===== config.mk =====
export PLATFORM = sky130hd
export DESIGN_NAME = interrupt_priority_dispatch_flat
export DESIGN_NICKNAME = d
export VERILOG_FILES = /design/src/ipd_pkg.sv /design/src/ipd_if.sv /design/src/interrupt_priority_dispatch.sv /design/src/flat_wrapper.sv
export VERILOG_INCLUDE_DIRS = /design/src /design/src/src
export SDC_FILE = /design/constraint.sdc
export NUM_CORES = 1
export LEC_CHECK = 0
export BUFFER_PORTS_ARGS = -buffer_cell sky130_fd_sc_hd__buf_4
export CAP_MARGIN = 20
export CORE_MARGIN = 8
export CORE_UTILIZATION = 47
export CTS_CLUSTER_DIAMETER = 120
export DETAILED_ROUTE_END_ITERATION = 6
export GPL_TIMING_DRIVEN = 0
export PLACE_DENSITY = 0.73
export SLEW_MARGIN = 20
export SYNTH_ARGS = -nofsm -noshare
export SYNTH_HDL_FRONTEND = slang
export SYNTH_SLANG_ARGS = --single-unit

===== constraint.sdc =====
create_clock -name clk_i -period 2.51 [get_ports clk_i]
set_input_delay 0.502 -clock clk_i [delete_from_list [all_inputs] [get_ports clk_i]]
set_output_delay 0.502 -clock clk_i [all_outputs]
set_load 0.03 [all_outputs]

===== src/interrupt_priority_dispatch_macros.svh =====
// Assertion macros shared by the interrupt dispatch RTL.
`ifndef INTERRUPT_PRIORITY_DISPATCH_MACROS_SVH
`define INTERRUPT_PRIORITY_DISPATCH_MACROS_SVH

// Same-cycle implication, sampled on clk_i, off during reset.
`define IPD_ASSERT_NOW(label, ante, cons, msg) \
  label: assert property (@(posedge clk_i) disable iff (!rst_ni) (ante) |-> (cons)) \
    else $error(msg);

// Next-cycle implication, sampled on clk_i, off during reset.
`define IPD_ASSERT_NEXT(label, ante, cons, msg) \
  label: assert property (@(posedge clk_i) disable iff (!rst_ni) (ante) |=> (cons)) \
    else $error(msg);

`endif


===== src/ipd_pkg.sv =====
// Types and constants of the interrupt dispatch block.
package ipd_pkg;

  localparam int unsigned KindW   = 3;
  localparam int unsigned LineW   = 5;
  localparam int unsigned LineIdxW = 3;
  localparam int unsigned ByteW   = 8;
  localparam int unsigned AddrW   = 16;

  localparam logic [AddrW-1:0] VectorBase = 16'h0040;
  localparam logic [AddrW-1:0] PushBytes  = 16'd2;

  typedef enum logic [KindW-1:0] {
    KIND_BOUNDARY  = 3'd0,
    KIND_WR_FLAGS  = 3'd1,
    KIND_WR_ENABLE = 3'd2,
    KIND_EI        = 3'd3,
    KIND_DI        = 3'd4,
    KIND_HALT      = 3'd5
  } kind_e;

endpackage


===== src/ipd_if.sv =====
// Valid/ready channel interfaces for event words and result words.
interface ipd_in_if import ipd_pkg::*; ();
  logic               valid;
  logic               ready;
  logic [KindW-1:0]   kind;
  logic [LineW-1:0]   request_lines;
  logic [ByteW-1:0]   write_data;
  logic [AddrW-1:0]   program_counter;
  logic [AddrW-1:0]   stack_pointer;

  modport source (output valid, kind, request_lines, write_data, program_counter,
                  stack_pointer, input ready);
  modport sink   (input valid, kind, request_lines, write_data, program_counter,
                  stack_pointer, output ready);
endinterface

interface ipd_out_if import ipd_pkg::*; ();
  logic               valid;
  logic               ready;
  logic               taken;
  logic [AddrW-1:0]   vector;
  logic [ByteW-1:0]   push_high;
  logic [ByteW-1:0]   push_low;
  logic [AddrW-1:0]   new_stack_pointer;
  logic [LineW-1:0]   pending_flags;
  logic               master_enable;
  logic               halted_now;

  modport source (output valid, taken, vector, push_high, push_low, new_stack_pointer,
                  pending_flags, master_enable, halted_now, input ready);
  modport sink   (input valid, taken, vector, push_high, push_low, new_stack_pointer,
                  pending_flags, master_enable, halted_now, output ready);
endinterface


===== src/interrupt_priority_dispatch.sv =====
// Interrupt controller: flag/enable registers, EI delay, halt and priority dispatch.
`include "interrupt_priority_dispatch_macros.svh"

// Takes event words and returns one result word per event, in order.
// An accepted word sits in the input register, and in the
// same pass that loads the result register the controller state (flags, enables,
// master enable, EI delay, halt) is updated and the lowest pending enabled line is
// picked by a five-input priority encoder. The result register is loaded from the
// input register. Throughput is one word per cycle as long as results are taken;
// the input register lets a new word in while a result waits.
module interrupt_priority_dispatch import ipd_pkg::*; (
  input  logic      clk_i,
  input  logic      rst_ni,
  ipd_in_if.sink    in_i,
  ipd_out_if.source out_o
);

  // input register
  logic               s1_valid_q;
  logic [KindW-1:0]   s1_kind_q;
  logic [LineW-1:0]   s1_req_q;
  logic [ByteW-1:0]   s1_data_q;
  logic [AddrW-1:0]   s1_pc_q;
  logic [AddrW-1:0]   s1_sp_q;

  // controller state
  logic [LineW-1:0]   flags_q, flags_d;
  logic [ByteW-1:0]   enable_q, enable_d;
  logic               master_q, master_d;
  logic               pending_q, pending_d;
  logic               halt_q, halt_d;

  // result register
  logic               out_valid_q;
  logic               taken_q, taken_d;
  logic [AddrW-1:0]   vector_q, vector_d;
  logic [ByteW-1:0]   push_high_q, push_high_d;
  logic [ByteW-1:0]   push_low_q, push_low_d;
  logic [AddrW-1:0]   nsp_q, nsp_d;

  logic               s1_adv;
  logic               in_acc;
  logic               boundary;
  logic [LineW-1:0]   flags_w;
  logic               master_w;
  logic               pending_w;
  logic               halt_w;
  logic               raise;
  logic [LineW-1:0]   ready_lines;
  logic [LineIdxW-1:0] line;
  logic               dispatch;

  assign s1_adv   = s1_valid_q && (!out_valid_q || out_o.ready);
  assign in_i.ready = !s1_valid_q || s1_adv;
  assign in_acc   = in_i.valid && in_i.ready;

  assign boundary = (s1_kind_q == KIND_BOUNDARY) || (s1_kind_q == KIND_EI) ||
                    (s1_kind_q == KIND_DI) || (s1_kind_q == KIND_HALT);

  always_comb begin
    flags_w   = flags_q;
    enable_d  = enable_q;
    master_w  = master_q;
    pending_w = pending_q;
    halt_w    = halt_q;
    unique case (s1_kind_q)
      KIND_WR_FLAGS:  flags_w   = s1_data_q[LineW-1:0];
      KIND_WR_ENABLE: enable_d  = s1_data_q;
      KIND_EI:        pending_w = 1'b1;
      KIND_DI: begin
        master_w  = 1'b0;
        pending_w = 1'b0;
      end
      KIND_HALT:      halt_w    = 1'b1;
      default: ;
    endcase
    // request pulses latch and wake from halt
    flags_w = flags_w | s1_req_q;
    if (s1_req_q != '0) begin
      halt_w = 1'b0;
    end
    // EI takes effect at the boundary after the one that set it
    raise = boundary && pending_q && pending_w;
    if (raise) begin
      master_w  = 1'b1;
      pending_w = 1'b0;
    end
  end

  assign ready_lines = flags_w & enable_d[LineW-1:0];

  // lowest set line wins
  always_comb begin
    line = '0;
    for (int i = LineW - 1; i >= 0; i--) begin
      if (ready_lines[i]) begin
        line = LineIdxW'(i);
      end
    end
  end

  assign dispatch = boundary && master_w && (ready_lines != '0);

  always_comb begin
    flags_d     = flags_w;
    master_d    = master_w;
    pending_d   = pending_w;
    halt_d      = halt_w;
    taken_d     = 1'b0;
    vector_d    = '0;
    push_high_d = '0;
    push_low_d  = '0;
    nsp_d       = s1_sp_q;
    if (dispatch) begin
      flags_d     = flags_w & ~(LineW'(1) << line);
      master_d    = 1'b0;
      halt_d      = 1'b0;
      taken_d     = 1'b1;
      vector_d    = VectorBase + {{(AddrW-LineIdxW-3){1'b0}}, line, 3'b000};
      push_high_d = s1_pc_q[AddrW-1:ByteW];
      push_low_d  = s1_pc_q[ByteW-1:0];
      nsp_d       = s1_sp_q - PushBytes;
    end
  end

  always_ff @(posedge clk_i or negedge rst_ni) begin
    if (!rst_ni) begin
      s1_valid_q  <= 1'b0;
      out_valid_q <= 1'b0;
      flags_q     <= '0;
      enable_q    <= '0;
      master_q    <= 1'b0;
      pending_q   <= 1'b0;
      halt_q      <= 1'b0;
    end else begin
      if (in_i.ready) begin
        s1_valid_q <= in_i.valid;
      end
      if (s1_adv) begin
        out_valid_q <= 1'b1;
        flags_q     <= flags_d;
        enable_q    <= enable_d;
        master_q    <= master_d;
        pending_q   <= pending_d;
        halt_q      <= halt_d;
      end else if (out_o.ready) begin
        out_valid_q <= 1'b0;
      end
    end
  end

  always_ff @(posedge clk_i) begin
    if (in_acc) begin
      s1_kind_q <= in_i.kind;
      s1_req_q  <= in_i.request_lines;
      s1_data_q <= in_i.write_data;
      s1_pc_q   <= in_i.program_counter;
      s1_sp_q   <= in_i.stack_pointer;
    end
    if (s1_adv) begin
      taken_q     <= taken_d;
      vector_q    <= vector_d;
      push_high_q <= push_high_d;
      push_low_q  <= push_low_d;
      nsp_q       <= nsp_d;
    end
  end

  assign out_o.valid             = out_valid_q;
  assign out_o.taken             = taken_q;
  assign out_o.vector            = vector_q;
  assign out_o.push_high         = push_high_q;
  assign out_o.push_low          = push_low_q;
  assign out_o.new_stack_pointer = nsp_q;
  assign out_o.pending_flags     = flags_q;
  assign out_o.master_enable     = master_q;
  assign out_o.halted_now        = halt_q;

  `IPD_ASSERT_NEXT(a_adv_gives_result, s1_adv, out_valid_q, "advanced word gave no result")
  `IPD_ASSERT_NOW(a_taken_drops_ime, out_valid_q && taken_q, !master_q && !halt_q,
                  "dispatch left master enable or halt set")
  `IPD_ASSERT_NOW(a_idle_outputs_zero, out_valid_q && !taken_q,
                  (vector_q == '0) && (push_high_q == '0) && (push_low_q == '0),
                  "no dispatch but vector or push bytes nonzero")
  `IPD_ASSERT_NOW(a_vector_range, out_valid_q && taken_q,
                  (vector_q[2:0] == 3'b000) && (vector_q >= 16'h0040) && (vector_q <= 16'h0060),
                  "dispatch vector out of range")

endmodule

===== src/flat_wrapper.sv =====
// flat-port wrapper written by rule: the top's interface ports become plain ports
module interrupt_priority_dispatch_flat import ipd_pkg::*;
  (clk_i, rst_ni, in_i_valid, in_i_kind, in_i_request_lines, in_i_write_data, in_i_program_counter, in_i_stack_pointer, in_i_ready, out_o_valid, out_o_taken, out_o_vector, out_o_push_high, out_o_push_low, out_o_new_stack_pointer, out_o_pending_flags, out_o_master_enable, out_o_halted_now, out_o_ready);
  ipd_in_if in_i_i ();
  ipd_out_if out_o_i ();
  input  logic clk_i;
  input  logic rst_ni;
  input wire logic [$bits(in_i_i.valid)-1:0] in_i_valid;
  input wire logic [$bits(in_i_i.kind)-1:0] in_i_kind;
  input wire logic [$bits(in_i_i.request_lines)-1:0] in_i_request_lines;
  input wire logic [$bits(in_i_i.write_data)-1:0] in_i_write_data;
  input wire logic [$bits(in_i_i.program_counter)-1:0] in_i_program_counter;
  input wire logic [$bits(in_i_i.stack_pointer)-1:0] in_i_stack_pointer;
  output wire logic [$bits(in_i_i.ready)-1:0] in_i_ready;
  output wire logic [$bits(out_o_i.valid)-1:0] out_o_valid;
  output wire logic [$bits(out_o_i.taken)-1:0] out_o_taken;
  output wire logic [$bits(out_o_i.vector)-1:0] out_o_vector;
  output wire logic [$bits(out_o_i.push_high)-1:0] out_o_push_high;
  output wire logic [$bits(out_o_i.push_low)-1:0] out_o_push_low;
  output wire logic [$bits(out_o_i.new_stack_pointer)-1:0] out_o_new_stack_pointer;
  output wire logic [$bits(out_o_i.pending_flags)-1:0] out_o_pending_flags;
  output wire logic [$bits(out_o_i.master_enable)-1:0] out_o_master_enable;
  output wire logic [$bits(out_o_i.halted_now)-1:0] out_o_halted_now;
  input wire logic [$bits(out_o_i.ready)-1:0] out_o_ready;
  assign in_i_i.valid = in_i_valid;
  assign in_i_i.kind = in_i_kind;
  assign in_i_i.request_lines = in_i_request_lines;
  assign in_i_i.write_data = in_i_write_data;
  assign in_i_i.program_counter = in_i_program_counter;
  assign in_i_i.stack_pointer = in_i_stack_pointer;
  assign in_i_ready = in_i_i.ready;
  assign out_o_valid = out_o_i.valid;
  assign out_o_taken = out_o_i.taken;
  assign out_o_vector = out_o_i.vector;
  assign out_o_push_high = out_o_i.push_high;
  assign out_o_push_low = out_o_i.push_low;
  assign out_o_new_stack_pointer = out_o_i.new_stack_pointer;
  assign out_o_pending_flags = out_o_i.pending_flags;
  assign out_o_master_enable = out_o_i.master_enable;
  assign out_o_halted_now = out_o_i.halted_now;
  assign out_o_i.ready = out_o_ready;
  interrupt_priority_dispatch u_core (.clk_i(clk_i), .rst_ni(rst_ni), .in_i(in_i_i), .out_o(out_o_i));
endmodule

==> parameters.txt <==
Parameter                              Value

Worst setup path
  Data required time of the worst path ... roughly 2.6 ns
  List of cells traversed by the critical path ... buf_6 > or3b_4 > a211oi_4 > o22ai_4 > o31ai_4 > buf_6 > buf_4 > buf_4 > nor2b_1
  Category of the worst setup path launch point ... flip-flop
  CP Data Arrival Time ... between 2 and 3 ns
  Delay of the slowest critical-path stage ... ~0.50 ns
  Startpoint-to-endpoint class of the critical path ... reg2reg
  Cell with the largest stage delay on the worst path ... or3b_4
  Setup crit end kind ... flip-flop
  Critical path peak fanout ... 7

Clock tree
  Clock tree from TritonCTS ... built
  Total number of H-tree levels ... 3
  Clk root buf ... clkbuf_8
  Total clock sinks ... slightly below 100
  CTS clk-pin slew, worst paths ... 0.11 ns
  Number of buffers added by the clock tree synthesis step ... 9
  Latest clock arrival within the worst-skew pair ... ~0.36 ns
  Clock Path Buffers ... 2

Global routing
  Wire length of the first global-routing pass ... approximately 13000 microns
  Initial antenna violation count ... 0
  Pin count of the biggest net entering global routing ... 35
  Overall global routing resource usage ... around 15%
  Aggregate global routing overflow ... 0
  Number of global-route vias before repair ... ~2600

Floorplanning
  Area of the die ... 11700 sq um
  Number of top-level design ports ... 110
  Initial core utilization ... approximately 50%
  Die Y-Extent ... approximately 110 microns
  Core area ... 8260 sq um
  Horizontal die dimension ... 108 microns
  Rows ... 33

Timing
  Slew Viols, Final ... 0
  Final-report setup violation count ... 15
  Crit share post-route ... 103%
  RSZ-0062 raised after global routing ... yes
  Actual transition at the worst max-transition pin ... 0.624 ns
  Min Tclk post-route ... around 2.6 ns
  Max Fclk ... roughly 390 MHz
  Setup slack of the critical path after layout ... -0.0850 ns
  Final hold viol count ... 0
  Relative slew slack ... 58.4%
  Final clock skew ... roughly 0.019 ns

Routing
  WL final ... just over 9000 microns
  DR vias ... approximately 2600
  TritonRoute pass-1 iters ... 4
  DRT iter0 DRCs ... about 130
  WL/cell ... roughly 18 microns
  Final antenna-violating net count ... 0
  Routed met1 length ... 3370 microns
  Metal2 WL ... 4910 microns
  Number of vias per cell ... approximately 5.0
  Max Used Layer ... met4
  DRC violations left ... 0
  Met3 WL post-DR ... just under 700 microns

Synth
  EDFF count, synth ... 82
  Gate Count Post-Synth ... 259
  Netlist area before placement ... between 4000 and 5000 sq um
  Synthesis-stage register bit count ... 97
  Avg Synthesized Cell Area ... 15.5 sq um
  Largest cells by area after synthesis ... edfxtp_1 (61%), dfrtp_1 (9.4%), nor2b_1 (2.7%)
  Yosys top cell area share ... 61.4%
  Synth warnings ... 0
  Synth async-reset ratio ... ~15%
  Sequential fraction of the synthesis area ... 70.8%
  Ys flop type ... edfxtp_1
  Number of distinct library cells after synthesis ... between 40 and 50
  Cell taking the most area after synthesis ... edfxtp_1

Pwr
  Areal power density over the cells ... approximately 750 nW/um^2
  IR Drop Worst-Case VDD ... 0.503 mV
  Cell leakage power ... ~2.2 nW

Outcome
  Run status ... complete, but fails checks
  Violated checks ... setup timing

Job
  Max-cap violation count ... 0

Place
  Routability congestion estimate from global placement ... roughly 0.78
  Placed cell area ... 4940 sq um
  Half-perimeter wire length after placement ... about 6000 microns
  Number of port buffers ... 94

Cells and area
  Final layout net count ... 457
  Area of all placed cells without fillers ... between 5000 and 6000 sq um
  Most common cell after layout, fill and taps aside ... buf_4
  Finished Core Util ... 67.7%
  Most frequent cells in the layout ... buf_4 (133), edfxtp_1 (82), nor2b_1 (16)
  Antenna Cells ... 0
  Area growth from synthesis to layout ... 39.4%
  Share of layout cells above drive strength 1 ... between 40% and 50%

Min path
  Class of the most critical hold timing path ... in2reg
==> critical path: cells and delay by family (launching register included) <==
family,cells,cell delay [ns]
AOI/OAI and AO/OA,3,0.86
buffers and inverters,4,0.58
DFF,1,0.39
and+or+nand+nor,2,0.54
==> synthesized netlist by cell type, drive strengths merged, types with 2 or more instances <==
master and n:
a211oi 5, a21oi 3, buf 18, clkbuf 2, dfrtp 15, edfxtp 82
inv 8, mux2 5, mux2i 6, nand2 12, nand2b 5, nor2 12
nor2b 17, nor3 11, nor3b 2, nor4bb 5, o21ai 8, o22ai 2
o31ai 9, or3 4, or4 3, xor2 9
==> registers in the layout, indices dropped and copies added, names as in the netlist <==
signal	flops
u_core.out_o.pending_flags	5
u_core.pending_q	1
u_core.s1_kind_q	3
u_core.s1_pc_q	16
u_core.out_o.halted_now	1
u_core.out_o.new_stack_pointer	16
u_core.out_o.valid	1
u_core.out_o.push_low	8
u_core.out_o.push_high	8
u_core.out_o.master_enable	1
u_core.s1_sp_q	16
u_core.out_o.taken	1
u_core.s1_valid_q	1
u_core.out_o.vector	4
u_core.s1_req_q	5
u_core.enable_q	5
u_core.s1_data_q	5
==> kinds of logic after synthesis <==
family                   synth area share, %
other                                 0.0935
AND/OR/NAND/NOR                         12.6
flip-flops                              70.8
buffers and inverters                   4.15
adder cells (fa/ha/maj)                0.312
multiplexers                            2.90
AO/OA/AOI/OAI                           6.93
XOR/XNOR                                2.18
==> cell type report <==
class,count,area (sq um)
plain buffers,18,133
clock buffers,9,124
clock inverters,7,66.3
fillers,586,2670
inverters,8,30.0
multi-input cells,145,1280
flip-flops and latches,97,2840
well taps,105,131
repair buffers,125,990
==> through the flow <==
step	hold slack [ns]	setup TNS (ns)	power, mW	std cells	setup slack (ns)
after floorplan	0.206	0	2.67	270	0.0350
after global placement	0.370	-12.53	2.98	469	-0.366
after detailed placement	0.382	-6.30	3.02	471	-0.287
after CTS	0.298	-0.366	4.08	505	-0.0526
after global routing	0.296	-2.89	4.34	514	-0.174
final	0.307	-0.780	4.18	514	-0.0850
==> metal layers <==
layer / up-vias / track usage, %
li1: 1227 / -
met1: 1221 / 17.3
met2: 103 / 25.6
met3: 17 / 4.05
met4: 0 / 6.84
met5: - / 0
==> report_power, final <==
part	internal, mW	total (mW)	switching (mW)
registers	1.96	2.08	0.122
logic	0.500	1.15	0.652
clock network	0.379	0.949	0.570
==> timing repair <==
| item | in CTS | in global routing |
|---|---|---|
| gates resized for setup | 22 | 24 |
| setup endpoints to repair | 38 | 38 |
| hold buffers | 1 | 0 |
| pin swaps | 10 | 14 |
| setup buffers | 17 | 11 |
| hold endpoints to repair | 15 | 0 |
==> final timing paths <==
check / endpoint / cells past startpoint / slack [ns] / from
min: u_core.s1_data_q[4] / 1 / 0.31 / in_i_write_data[4]
min reg2reg: u_core.out_o.new_stack_pointer[0] / 0 / 0.43 / u_core.s1_sp_q[0]
max: u_core.out_o.push_high[7] / 9 / -0.09 / u_core.s1_kind_q[2]
max in group asynchronous: u_core.out_o.pending_flags[2] / 2 / 1.76 / rst_ni
max reg2reg: u_core.out_o.push_high[7] / 9 / -0.09 / u_core.s1_kind_q[2]
min in group asynchronous: u_core.enable_q[1] / 2 / 0.54 / rst_ni
Note: power is estimated with default switching activity, not from simulation.
